==> config.mk <==
export PLATFORM = sky130hd
export DESIGN_NAME = atsu_cfg
export DESIGN_NICKNAME = d
export VERILOG_FILES = /design/src/rtl/core/atsu_pkg.sv /design/src/rtl/core/atsu_div.sv /design/src/rtl/core/atsu_cfg.sv
export VERILOG_INCLUDE_DIRS = /design/src /design/src/rtl/core
export SDC_FILE = /design/constraint.sdc
export NUM_CORES = 1
export LEC_CHECK = 0
export BUFFER_PORTS_ARGS = -buffer_cell sky130_fd_sc_hd__buf_2
export CAP_MARGIN = 20
export CORE_MARGIN = 5
export CORE_UTILIZATION = 36
export DETAILED_ROUTE_END_ITERATION = 12
export MAX_ROUTING_LAYER = met4
export PLACE_DENSITY_LB_ADDON = 0.05
export SLEW_MARGIN = 10
export SYNTH_ARGS = -nofsm -noshare
export SYNTH_HDL_FRONTEND = slang
export SYNTH_HIERARCHICAL = 1
export SYNTH_SLANG_ARGS = --single-unit
==> constraint.sdc <==
create_clock -name i_clk -period 13 [get_ports i_clk]
set_input_delay 1.95 -clock i_clk [delete_from_list [all_inputs] [get_ports i_clk]]
set_output_delay 1.95 -clock i_clk [all_outputs]
set_load 0.005 [all_outputs]
==> src/rtl/core/adaptive_threshold_serpentine_unit_macros.svh <==
// Assertion helpers shared by the RTL files.
`ifndef ADAPTIVE_THRESHOLD_SERPENTINE_UNIT_MACROS_SVH
`define ADAPTIVE_THRESHOLD_SERPENTINE_UNIT_MACROS_SVH

// Condition holds at every clock edge out of reset.
`define ATSU_ASSERT_ALWAYS(label, clk, rst_n, cond, msg) \
    label: assert property (@(posedge clk) disable iff (!rst_n) (cond)) \
        else $error(msg);

// Consequent holds in the same cycle as the antecedent.
`define ATSU_ASSERT_IMPLY(label, clk, rst_n, ante, cons, msg) \
    label: assert property (@(posedge clk) disable iff (!rst_n) (ante) |-> (cons)) \
        else $error(msg);

// Consequent holds in the cycle after the antecedent.
`define ATSU_ASSERT_NEXT(label, clk, rst_n, ante, cons, msg) \
    label: assert property (@(posedge clk) disable iff (!rst_n) (ante) |=> (cons)) \
        else $error(msg);

`endif

==> src/rtl/core/atsu_pkg.sv <==
package atsu_pkg;

    localparam int LINE_WIDTH_W    = 13;
    localparam int PERCENT_W       = 7;
    localparam int PIXEL_W         = 8;
    localparam int COLUMN_W        = 12;
    localparam int SUM_W           = 24;
    localparam int WIN_SHIFT       = 3;
    localparam int WIN_W           = LINE_WIDTH_W - WIN_SHIFT;
    localparam int DEN_W           = WIN_W + PERCENT_W;
    localparam int APB_DATA_W      = 32;
    localparam int CFG_ADDR_W      = 3;
    localparam int REG_SEL_BIT     = 2;

    localparam int INIT_LEVEL      = 127;
    localparam int PERCENT_SCALE   = 100;
    localparam int PERCENT_MAX     = 99;
    localparam int PERCENT_DEFAULT = 15;
    localparam int WIDTH_DEFAULT   = 640;
    localparam int WIDTH_MIN       = 8;

    // register select, taken from paddr[REG_SEL_BIT]
    localparam logic REG_LINE_WIDTH = 1'b0;
    localparam logic REG_PERCENT    = 1'b1;

    typedef enum logic [2:0] {
        DV_IDLE,
        DV_LAUNCH_DECAY,
        DV_WAIT_DECAY,
        DV_LAUNCH_FACTOR,
        DV_WAIT_FACTOR
    } t_drv_state;

    typedef enum logic [1:0] {
        CS_IDLE,
        CS_SUM,
        CS_THR
    } t_core_state;

    typedef struct packed {
        logic                    busy;
        logic [LINE_WIDTH_W-1:0] width;
        logic [SUM_W-1:0]        init;
    } t_cfg_status;

    typedef struct packed {
        logic                white;
        logic [COLUMN_W-1:0] column;
    } t_result;

    // window size after reset, for a store of max_width columns
    function automatic int default_window(input int max_width);
        int w;
        begin
            w = (WIDTH_DEFAULT < max_width) ? WIDTH_DEFAULT : max_width;
            return w >> WIN_SHIFT;
        end
    endfunction

endpackage

==> src/rtl/core/atsu_div.sv <==
`include "adaptive_threshold_serpentine_unit_macros.svh"

module atsu_div #(
    parameter int NW = 16,
    parameter int DW = 17
) (
    input  logic          i_clk,
    input  logic          i_rst_n,
    input  logic          i_start,
    input  logic [NW-1:0] i_num,
    input  logic [DW-1:0] i_den,
    output logic          o_busy,
    output logic          o_done,
    output logic [NW-1:0] o_quo
);
    localparam int CntW = $clog2(NW + 1);

    logic            r_busy;
    logic            r_done;
    logic [CntW-1:0] r_cnt;
    logic [NW-1:0]   r_num;
    logic [DW-1:0]   r_rem;
    logic [DW-1:0]   r_den;

    logic [DW:0]     trial;
    logic [DW:0]     diff;
    logic            fits;

    // restoring division, one quotient bit per cycle; quotient shifts into r_num
    always_comb begin
        trial = {r_rem, r_num[NW-1]};
        fits  = (trial >= {1'b0, r_den});
        diff  = trial - {1'b0, r_den};
    end

    always_ff @(posedge i_clk) begin
        if (!i_rst_n) begin
            r_busy <= 1'b0;
            r_done <= 1'b0;
            r_cnt  <= '0;
        end else if (i_start) begin
            r_busy <= 1'b1;
            r_done <= 1'b0;
            r_cnt  <= CntW'(NW);
        end else if (r_busy) begin
            r_cnt <= r_cnt - CntW'(1);
            if (r_cnt == CntW'(1)) begin
                r_busy <= 1'b0;
                r_done <= 1'b1;
            end
        end else begin
            r_done <= 1'b0;
        end
    end

    always_ff @(posedge i_clk) begin
        if (i_start) begin
            r_num <= i_num;
            r_rem <= '0;
            r_den <= i_den;
        end else if (r_busy) begin
            r_num <= {r_num[NW-2:0], fits};
            r_rem <= fits ? diff[DW-1:0] : trial[DW-1:0];
        end
    end

    assign o_busy = r_busy;
    assign o_done = r_done;
    assign o_quo  = r_num;

    `ATSU_ASSERT_IMPLY(a_div_done_idle, i_clk, i_rst_n, o_done, !o_busy, "done while busy")
    `ATSU_ASSERT_IMPLY(a_div_rem_bound, i_clk, i_rst_n, r_busy, r_rem < r_den, "remainder overrun")
    `ATSU_ASSERT_NEXT(a_div_start_busy, i_clk, i_rst_n, i_start, o_busy && !o_done, "start lost")

endmodule

==> src/rtl/core/atsu_cfg.sv <==
`include "adaptive_threshold_serpentine_unit_macros.svh"

module atsu_cfg #(
    parameter int MAX_WIDTH = 4096,
    parameter int FRAC_BITS = 9
) (
    input  logic                                 i_clk,
    input  logic                                 i_rst_n,
    input  logic                                 psel,
    input  logic                                 penable,
    input  logic                                 pwrite,
    input  logic [atsu_pkg::CFG_ADDR_W-1:0]      paddr,
    input  logic [atsu_pkg::APB_DATA_W-1:0]      pwdata,
    output logic [atsu_pkg::APB_DATA_W-1:0]      prdata,
    output logic                                 pready,
    output atsu_pkg::t_cfg_status                o_status,
    output logic [FRAC_BITS:0]                   o_decay,
    output logic [FRAC_BITS:0]                   o_factor
);
    import atsu_pkg::*;

    localparam int FW        = FRAC_BITS + 1;
    localparam int NW        = FRAC_BITS + PERCENT_W;
    localparam int One       = 1 << FRAC_BITS;
    localparam int DefWin    = default_window(MAX_WIDTH);
    localparam int DefDecay  = One - One / DefWin;
    localparam int DefFactor = One * (PERCENT_SCALE - PERCENT_DEFAULT)
                               / (PERCENT_SCALE * DefWin);

    t_drv_state              r_state;
    t_drv_state              n_state;
    logic [LINE_WIDTH_W-1:0] r_line_width;
    logic [PERCENT_W-1:0]    r_percent;
    logic [FW-1:0]           r_decay;
    logic [FW-1:0]           r_factor;

    logic                    wr;
    logic [LINE_WIDTH_W-1:0] eff_w;
    logic [WIN_W-1:0]        win;
    logic [PERCENT_W-1:0]    pct_sat;
    logic                    div_start;
    logic                    sel_factor;
    logic                    cap_decay;
    logic                    cap_factor;
    logic [NW-1:0]           div_num;
    logic [DEN_W-1:0]        div_den;
    logic                    div_busy;
    logic                    div_done;
    logic [NW-1:0]           div_quo;

    assign wr     = psel && penable && pwrite && pready;
    assign pready = 1'b1;

    always_comb begin
        eff_w = r_line_width;
        if (r_line_width < LINE_WIDTH_W'(WIDTH_MIN)) begin
            eff_w = LINE_WIDTH_W'(WIDTH_MIN);
        end else if (32'(r_line_width) > MAX_WIDTH) begin
            eff_w = LINE_WIDTH_W'(MAX_WIDTH);
        end
    end

    assign win     = eff_w[LINE_WIDTH_W-1:WIN_SHIFT];
    assign pct_sat = (r_percent > PERCENT_W'(PERCENT_MAX)) ? PERCENT_W'(PERCENT_MAX) : r_percent;

    always_ff @(posedge i_clk) begin
        if (!i_rst_n) begin
            r_line_width <= LINE_WIDTH_W'(WIDTH_DEFAULT);
            r_percent    <= PERCENT_W'(PERCENT_DEFAULT);
        end else if (wr) begin
            case (paddr[REG_SEL_BIT])
                REG_LINE_WIDTH: r_line_width <= pwdata[LINE_WIDTH_W-1:0];
                REG_PERCENT:    r_percent    <= pwdata[PERCENT_W-1:0];
                default:        r_percent    <= r_percent;
            endcase
        end
    end

    always_comb begin
        case (paddr[REG_SEL_BIT])
            REG_LINE_WIDTH: prdata = APB_DATA_W'(r_line_width);
            REG_PERCENT:    prdata = APB_DATA_W'(r_percent);
            default:        prdata = '0;
        endcase
    end

    // decay and factor are re-derived after every write; a write mid-way restarts the derivation
    always_comb begin
        case (r_state)
            DV_IDLE:          n_state = DV_IDLE;
            DV_LAUNCH_DECAY:  n_state = DV_WAIT_DECAY;
            DV_WAIT_DECAY:    n_state = div_done ? DV_LAUNCH_FACTOR : DV_WAIT_DECAY;
            DV_LAUNCH_FACTOR: n_state = DV_WAIT_FACTOR;
            DV_WAIT_FACTOR:   n_state = div_done ? DV_IDLE : DV_WAIT_FACTOR;
            default:          n_state = DV_IDLE;
        endcase
        if (wr) begin
            n_state = DV_LAUNCH_DECAY;
        end
    end

    always_comb begin
        div_start  = (r_state == DV_LAUNCH_DECAY) || (r_state == DV_LAUNCH_FACTOR);
        sel_factor = (r_state == DV_LAUNCH_FACTOR);
        cap_decay  = (r_state == DV_WAIT_DECAY) && div_done;
        cap_factor = (r_state == DV_WAIT_FACTOR) && div_done;
    end

    always_comb begin
        if (sel_factor) begin
            div_num = NW'(PERCENT_W'(PERCENT_SCALE) - pct_sat) << FRAC_BITS;
            div_den = DEN_W'(win) * DEN_W'(PERCENT_SCALE);
        end else begin
            div_num = NW'(One);
            div_den = DEN_W'(win);
        end
    end

    atsu_div #(
        .NW (NW),
        .DW (DEN_W)
    ) u_div (
        .i_clk   (i_clk),
        .i_rst_n (i_rst_n),
        .i_start (div_start),
        .i_num   (div_num),
        .i_den   (div_den),
        .o_busy  (div_busy),
        .o_done  (div_done),
        .o_quo   (div_quo)
    );

    always_ff @(posedge i_clk) begin
        if (!i_rst_n) begin
            r_state  <= DV_IDLE;
            r_decay  <= FW'(DefDecay);
            r_factor <= FW'(DefFactor);
        end else begin
            r_state <= n_state;
            if (cap_decay) begin
                r_decay <= FW'(One) - div_quo[FW-1:0];
            end
            if (cap_factor) begin
                r_factor <= div_quo[FW-1:0];
            end
        end
    end

    always_comb begin
        // no pixel is taken at the edge of a register write either
        o_status.busy  = (r_state != DV_IDLE) || wr;
        o_status.width = eff_w;
        // 127 * s
        o_status.init  = SUM_W'(win) * SUM_W'(INIT_LEVEL);
    end

    assign o_decay  = r_decay;
    assign o_factor = r_factor;

    `ATSU_ASSERT_ALWAYS(a_cfg_decay_bound, i_clk, i_rst_n, r_decay <= FW'(One), "decay above one")
    `ATSU_ASSERT_ALWAYS(a_cfg_factor_bound, i_clk, i_rst_n, r_factor <= FW'(One), "factor above one")
    `ATSU_ASSERT_IMPLY(a_cfg_idle_quiet, i_clk, i_rst_n, r_state == DV_IDLE, !div_busy, "divider left running")

endmodule

==> results of run 1 <==
area by class of cell:
type / instances / area, um^2 / share of cell area
clock buffers: 11 / 275 / 0.0300
clock inverters: 5 / 36.3 / 0.00395
inverters: 98 / 368 / 0.0400
multi-input cells: 716 / 5360 / 0.584
flip-flops and latches: 100 / 2330 / 0.254
well taps: 285 / 357 / 0.0388
repair buffers: 88 / 455 / 0.0496
routing by layer:
metal	up-vias	part of all wire
met5	-	0
met4	0	0.0059
met3	11	0.032
met2	109	0.44
met1	2937	0.52
li1	3318	-
registers in the layout, summed over array words and instances (netlist names):
signal and cells:
o_decay 10, u_div/o_done 1, u_div/r_cnt 5, o_factor 10, u_div/o_busy 1, u_div/o_quo 16, r_state 3, u_div/r_rem 17
r_line_width 13, u_div/r_den 17, r_percent 7
synth_stat cells, types with 8 or more instances:
master / n
and2_1: 8
a21o_1: 11
nor2b_1: 12
edfxtp_1: 33
inv_1: 94
o21ai_1: 19
and3_1: 10
mux2_2: 20
ha_1: 86
buf_4: 28
nand2_1: 133
xor2_1: 22
nand2b_1: 10
clkbuf_1: 20
o211ai_1: 9
a21boi_1: 23
xnor2_1: 24
dfxtp_1: 67
nor2_1: 60
nand3_1: 27
a211oi_1: 9
nor3_1: 16
o21ai_0: 18
a21oi_1: 38
fa_1: 37
nor4_1: 8
worst paths after layout:
| kind | to | slack (ns) | depth (start not counted) |
|---|---|---|---|
| setup reg to reg | u_div/r_den[16]$_DFFE_PP_ | 8.53 | 14 |
| hold reg to reg | o_factor[4]$_SDFFE_PN0P_ | 0.45 | 2 |
| setup / recovery | o_status[12] | 5.38 | 18 |
| hold / removal | o_factor[4]$_SDFFE_PN0P_ | 0.45 | 2 |
worst register-to-register path, stage by stage, from the launching register on:
cell and delay (ns):
dfxtp_1 0.86, inv_2 0.27, nand2_1 0.27, inv_1 0.22, ha_1 0.35, ha_1 0.28, inv_1 0.05, fa_1 0.49
inv_1 0.04, ha_1 0.35, a211oi_1 0.34, o211ai_1 0.18, a41oi_1 0.26, xor2_1 0.18, nor2_1 0.06
per-stage QoR:
stage,cell area (um^2),util
after floorplan,8390,-
after global placement,8870,0.392
after detailed placement,8870,0.392
after CTS,9190,0.406
after global routing,9190,0.406
final,9190,0.406
cell families after synthesis:
logic type	Yosys count
buf+inv	156
mux	24
xor+xnor	46
fa+ha+maj	123
other cells	2
compound gates	183
flops	100
simple gates	304
where the power goes:
part | switching (mW) | leakage (nW) | internal, mW
logic | 0.336 | 3.30 | 0.236
registers | 0.0282 | 0.856 | 0.354
clock network | 0.127 | 0.157 | 0.155
total | 0.491 | 4.32 | 0.745
cells in the final DEF, fill, tap and decap left out, types with 27 or more instances in the layout:
cell,instances
a21oi_1,38
buf_2,82
conb_1,36
dfxtp_1,67
edfxtp_1,33
fa_1,37
ha_1,86
inv_1,94
nand2_1,133
nand3_1,27
nor2_1,60
==> metrics.csv, run 1 <==
metric,value,unit
Fin Setup TNS,0,ns
Top Family by Delay on Critical Path,adder cells,
critical path's most frequent cell,fa_1,
required time worst endpoint,11.05,ns
Via Count,6375,
setup bufs post-CTS,0,
Setup WS post-layout,5.38,ns
clock root cell,clkbuf_16,
vias in the first global route,6459,
worst vdd ir,0.0000629,V
Hold Path Class,flop to flop,
proportion of layout cells with a drive suffix above 1,0.145,
Antenna Nets Post-Route,0,
WS Path Type,flop to output pin,
Die Area,0.0261,mm^2
CP Max Fanout,6,
placed cell count,1287,
synthesized flop and latch total,100,
largest net degree at the start of global routing,50,
Non-Filler Instances,1303,
initial antenna violation count,0,
nets@finish,1176,
CTS tree,built,
CTS sink count,100,
Setup WS pre-CTS,5.65,ns
final hold viol count,0,
CP max stage cell,fa_1,
Synth Flop Type,dfxtp_1,
crit-path cells,nor4_2 -> nand3_1 -> o41ai_2 -> nand2_1 -> inv_1 -> fa_1 -> inv_1 -> fa_1 -> fa_1 -> inv_1 -> fa_1 -> ha_1 -> nand3_1 -> nor2_1 -> o31ai_4 -> a211o_1 -> o311ai_2 -> buf_2,
die width,162,um
GPL Wtd Cong,0.815,
top cell type by total area after synthesis,dfxtp_1,
final setup fails,0,
Pre-antenna DRT Iters,4,
Area contributors post-synth,"dfxtp_1 16%, ha_1 13%, edfxtp_1 12%",
minimum clock period,7.62,ns
clock slew at reported path FFs,0.07,ns
synth unique cells,75,
Syn Std Cell Area,0.00827,mm^2
crit path DAT,5.67,ns
Core ar.,0.0226,mm^2
Critical Path Start Type,flop,
met2 usage,0.241,
largest family of logic cells by synthesized area,adder cells,
final period utilization,0.586,
Port Buffers,82,
overall global routing resource usage,0.158,
global-route wire length before repair,33000,um
number of remaining DRC errors,0,
post-synthesis sequential area ratio,0.282,
Synth-to-Final Area Change,11.1,%
hold_sp,o_factor[4]$_SDFFE_PN0P_,
H-tree Lvls,3,
Hold Worst Slack,0.455,ns
clock skew,0.0104,ns
Skew-Pair Late Insertion Delay,0.35,ns
Worst setup startpoint,r_line_width[10]$_SDFFE_PN0P_,
CTS max path bufs,2,
Die Y,162,um
met1 Use GR,0.227,
Congestion Overflow GR,0,
filler instances,2352,
status,"complete, no violations",
# hold bufs at CTS,0,
endpoint type of the worst setup path,output pin,
DRT iter0 DRCs,294,
"Largest stage delay, worst path",0.56,ns
MaxCap Viol Count,0,
mux contribution to synthesized area,0.0324,
Top Usage Layer GRT,met2,
worst slew pin tran,1.00,ns
Synth Area in Adders,0.220,
antenna cell count,0,
grt met3 use,0.0258,
initial core utilization,0.365,
DP HPWL,15200,um
RSZ-0062 raised after global routing,false,
via density per instance,4.89,
Pleak,4.32,nW
FMAX,131,MHz
post-synth top area share,0.162,
row cnt,55,
Mapped Cells,938,
pwr dens,135,mW/mm^2
Buf/Inv on CP,4,
relative slew slack,0.328,
Syn Area/Cell,8.81,um^2
Ports,131,
Num CTS Buffers,9,
Worst R2R Start,r_line_width[12]$_SDFFE_PN0P_,
post-DR wirelength/cell,15.2,um
YS warnings,6,
Post-synth ARST share,0,
total power,1.24,mW
xor and xnor area share after synthesis,0.0487,
post-synthesis simple-gate area fraction,0.170,
"EDFF count, synth",33,
max-slew violations,0,
post_cts resized,0,
final WL,19800,um
complex-gate fraction of the synthesized area,0.161,
Power figures use the tool's default switching activity.
==> run 2: changes to the inputs <==
==> constraint.sdc (replaced) <==
create_clock -name i_clk -period 7 [get_ports i_clk]
set_input_delay 1.05 -clock i_clk [delete_from_list [all_inputs] [get_ports i_clk]]
set_output_delay 1.05 -clock i_clk [all_outputs]
set_load 0.005 [all_outputs]
==> run 2 against run 1 <==
Routed wire length rose by 0.80%. Critical path depth did not move. Sequential cell count did not move. Core utilization barely moved. Hold slack got worse by 0.00078 ns. Global-route usage rose by 0.13 points. Register-to-register slack got worse by 5.7 ns. Clock skew rose by 0.0060 ns. Combinational power rose by 87%. Die area did not move. First-iteration DRC count fell by 14%. Critical path type unchanged. Largest cell class unchanged. Highest routed layer unchanged.
==> metrics.csv, run 2 (synthesis results as in run 1) <==
metric,value,unit,change
status,"complete, no violations",,
final setup fails,0,,unchanged
CTS max path bufs,2,,unchanged
endpoint type of the worst setup path,output pin,,
clock skew,0.0165,ns,+0.00605 ns
Pleak,4.32,nW,+0.12%
largest net degree at the start of global routing,46,,-8.0%
Ports,131,,unchanged
RSZ-0062 raised after global routing,false,,
Die Area,0.0261,mm^2,unchanged
Synth-to-Final Area Change,11.2,%,about the same
Gate power share,0.468,,+0.005
minimum clock period,6.43,ns,
Congestion Overflow GR,0,,unchanged
Pint,1.35,mW,+81%
switching power,931,uW,+89%
nets@finish,1180,,+0.34%
max-slew violations,0,,unchanged
filler instances,2328,,-1.0%
Critical Path Start Type,flop,,
CP Max Fanout,5,,-1
most common library cell in the layout ignoring fill and taps,nand2_1,,
Pre-antenna DRT Iters,4,,unchanged
Die Y,162,um,unchanged
# hold bufs at CTS,0,,unchanged
global-route wire length before repair,33000,um,about the same
worst slew pin tran,0.916,ns,-0.0877 ns
Worst R2R Start,r_line_width[10]$_SDFFE_PN0P_,,
die width,162,um,unchanged
Seq pwr share,0.311,,+0.002
Fin Setup TNS,0,ns,unchanged
row cnt,55,,unchanged
hold_sp,o_factor[8]$_SDFFE_PN0P_,,
Antenna Nets Post-Route,0,,unchanged
CTS tree,built,,
post_cts resized,0,,unchanged
via density per instance,4.98,,+1.7%
setup bufs post-CTS,0,,unchanged
DP HPWL,15400,um,+1.4%
MaxCap Viol Count,0,,unchanged
Clock power frac,0.220,,-0.008
switching portion of total power,0.409,,+0.0112
initial antenna violation count,0,,unchanged
Num CTS Buffers,9,,unchanged
final hold viol count,0,,unchanged
required time worst endpoint,5.95,ns,-5.10 ns
total power,2.28,mW,+84%
Hold Path Class,flop to flop,,
relative slew slack,0.386,,+0.0574
H-tree Lvls,3,,unchanged
post-DR wirelength/cell,15.2,um,+0.49%
FMAX,156,MHz,
clock slew at reported path FFs,0.07,ns,about the same
"commonest non-fill, non-tap cells in the layout","133 x nand2_1, 94 x inv_1, 86 x ha_1, 82 x buf_2, 67 x dfxtp_1",,
Via Count,6506,,+2.1%
pwr dens,248,mW/mm^2,+84%
WS Path Type,flop to output pin,,
Worst setup startpoint,r_line_width[10]$_SDFFE_PN0P_,,
initial core utilization,0.365,,unchanged
antenna cell count,0,,unchanged
Core ar.,0.0226,mm^2,unchanged
final period utilization,0.918,,
DRT iter0 DRCs,254,,-14%
vias in the first global route,6392,,-1.0%
clock root cell,clkbuf_16,,
overall global routing resource usage,0.160,,+0.00131
Skew-Pair Late Insertion Delay,0.37,ns,+0.02 ns
number of remaining DRC errors,0,,unchanged
proportion of layout cells with a drive suffix above 1,0.149,,+0.00334
GPL Wtd Cong,0.809,,-0.66%
Port Buffers,82,,unchanged
final WL,19900,um,+0.80%
CTS sink count,100,,unchanged
crit path DAT,5.38,ns,-0.29 ns
worst vdd ir,0.000141,V,+120%
[run 2: cell types whose count changed in the layout (fill, tap and decap cells not counted)]
cell,previous run,this run
inv_6,3,2
clkinv_2,2,0
buf_4,6,10
clkinvlp_4,0,1
clkbuf_16,11,9
inv_8,0,2
clkinv_4,0,2
[run 2: metal layers]
| layer | track usage | vias to the layer above | wire length (um) |
|---|---|---|---|
| met5 | - | - | 0 |
| met4 | 0.0345 | 0 | 237 |
| met3 | 0.0248 | 19 | 613 |
| met2 | 0.236 | 108 | 8540 |
| met1 | 0.231 | 3037 | 10500 |
| li1 | - | 3342 | - |
[run 2: layout make-up]
type | instances | area (um^2) | share of cell area
tap | 285 | 357 | 0.0388
clock buffer | 9 | 225 | 0.0245
clock inverter | 7 | 65.1 | 0.00708
sequential | 100 | 2330 | 0.254
inverter | 98 | 368 | 0.0400
multi-input combinational | 716 | 5360 | 0.583
timing repair buffer | 92 | 485 | 0.0528
[run 2: stage by stage]
stage | std cells | hold slack, ns | setup slack, ns | utilization | area (um^2)
3_3_place_gp | 1290 | 0.445 | 0.911 | 0.393 | 8900
5_1_grt | 1307 | 0.471 | 0.147 | 0.406 | 9200
2_1_floorplan | 972 | 0.451 | 1.36 | - | 8390
3_5_place_dp | 1290 | 0.446 | 0.940 | 0.393 | 8900
6_report | 1307 | 0.454 | 0.574 | 0.406 | 9200
4_1_cts | 1306 | 0.456 | 0.515 | 0.406 | 9190
[run 2: power groups by stage]
stage,Clock [mW],Sequential (mW),Combinational (mW)
2_1_floorplan,0,0.705,0.841
3_3_place_gp,0,0.722,1.07
3_5_place_dp,0,0.722,1.07
4_1_cts,0.522,0.710,1.07
5_1_grt,0.547,0.718,1.21
6_report,0.502,0.709,1.07
[run 2: worst max-delay path, cell delays in order, from the launching register on]
cell,delay [ns]
dfxtp_1,0.34
nor4_2,0.26
nand3_1,0.20
o41ai_2,0.30
nand2_1,0.23
inv_1,0.19
fa_1,0.47
fa_1,0.55
inv_1,0.06
fa_1,0.54
inv_1,0.06
fa_1,0.46
ha_1,0.36
o21a_1,0.12
o31a_1,0.15
o31ai_4,0.27
a31oi_1,0.17
xnor2_1,0.17
buf_2,0.13
[run 2: path summary, 6_finish.rpt]
check                                   end  slack, ns  cells after the start
setup / recovery               o_status[16]       0.57                     18
hold / removal     o_factor[8]$_SDFFE_PN0P_       0.45                      2
setup reg to reg  u_div/r_den[16]$_DFFE_PP_       2.80                     14
hold reg to reg    o_factor[8]$_SDFFE_PN0P_       0.45                      2
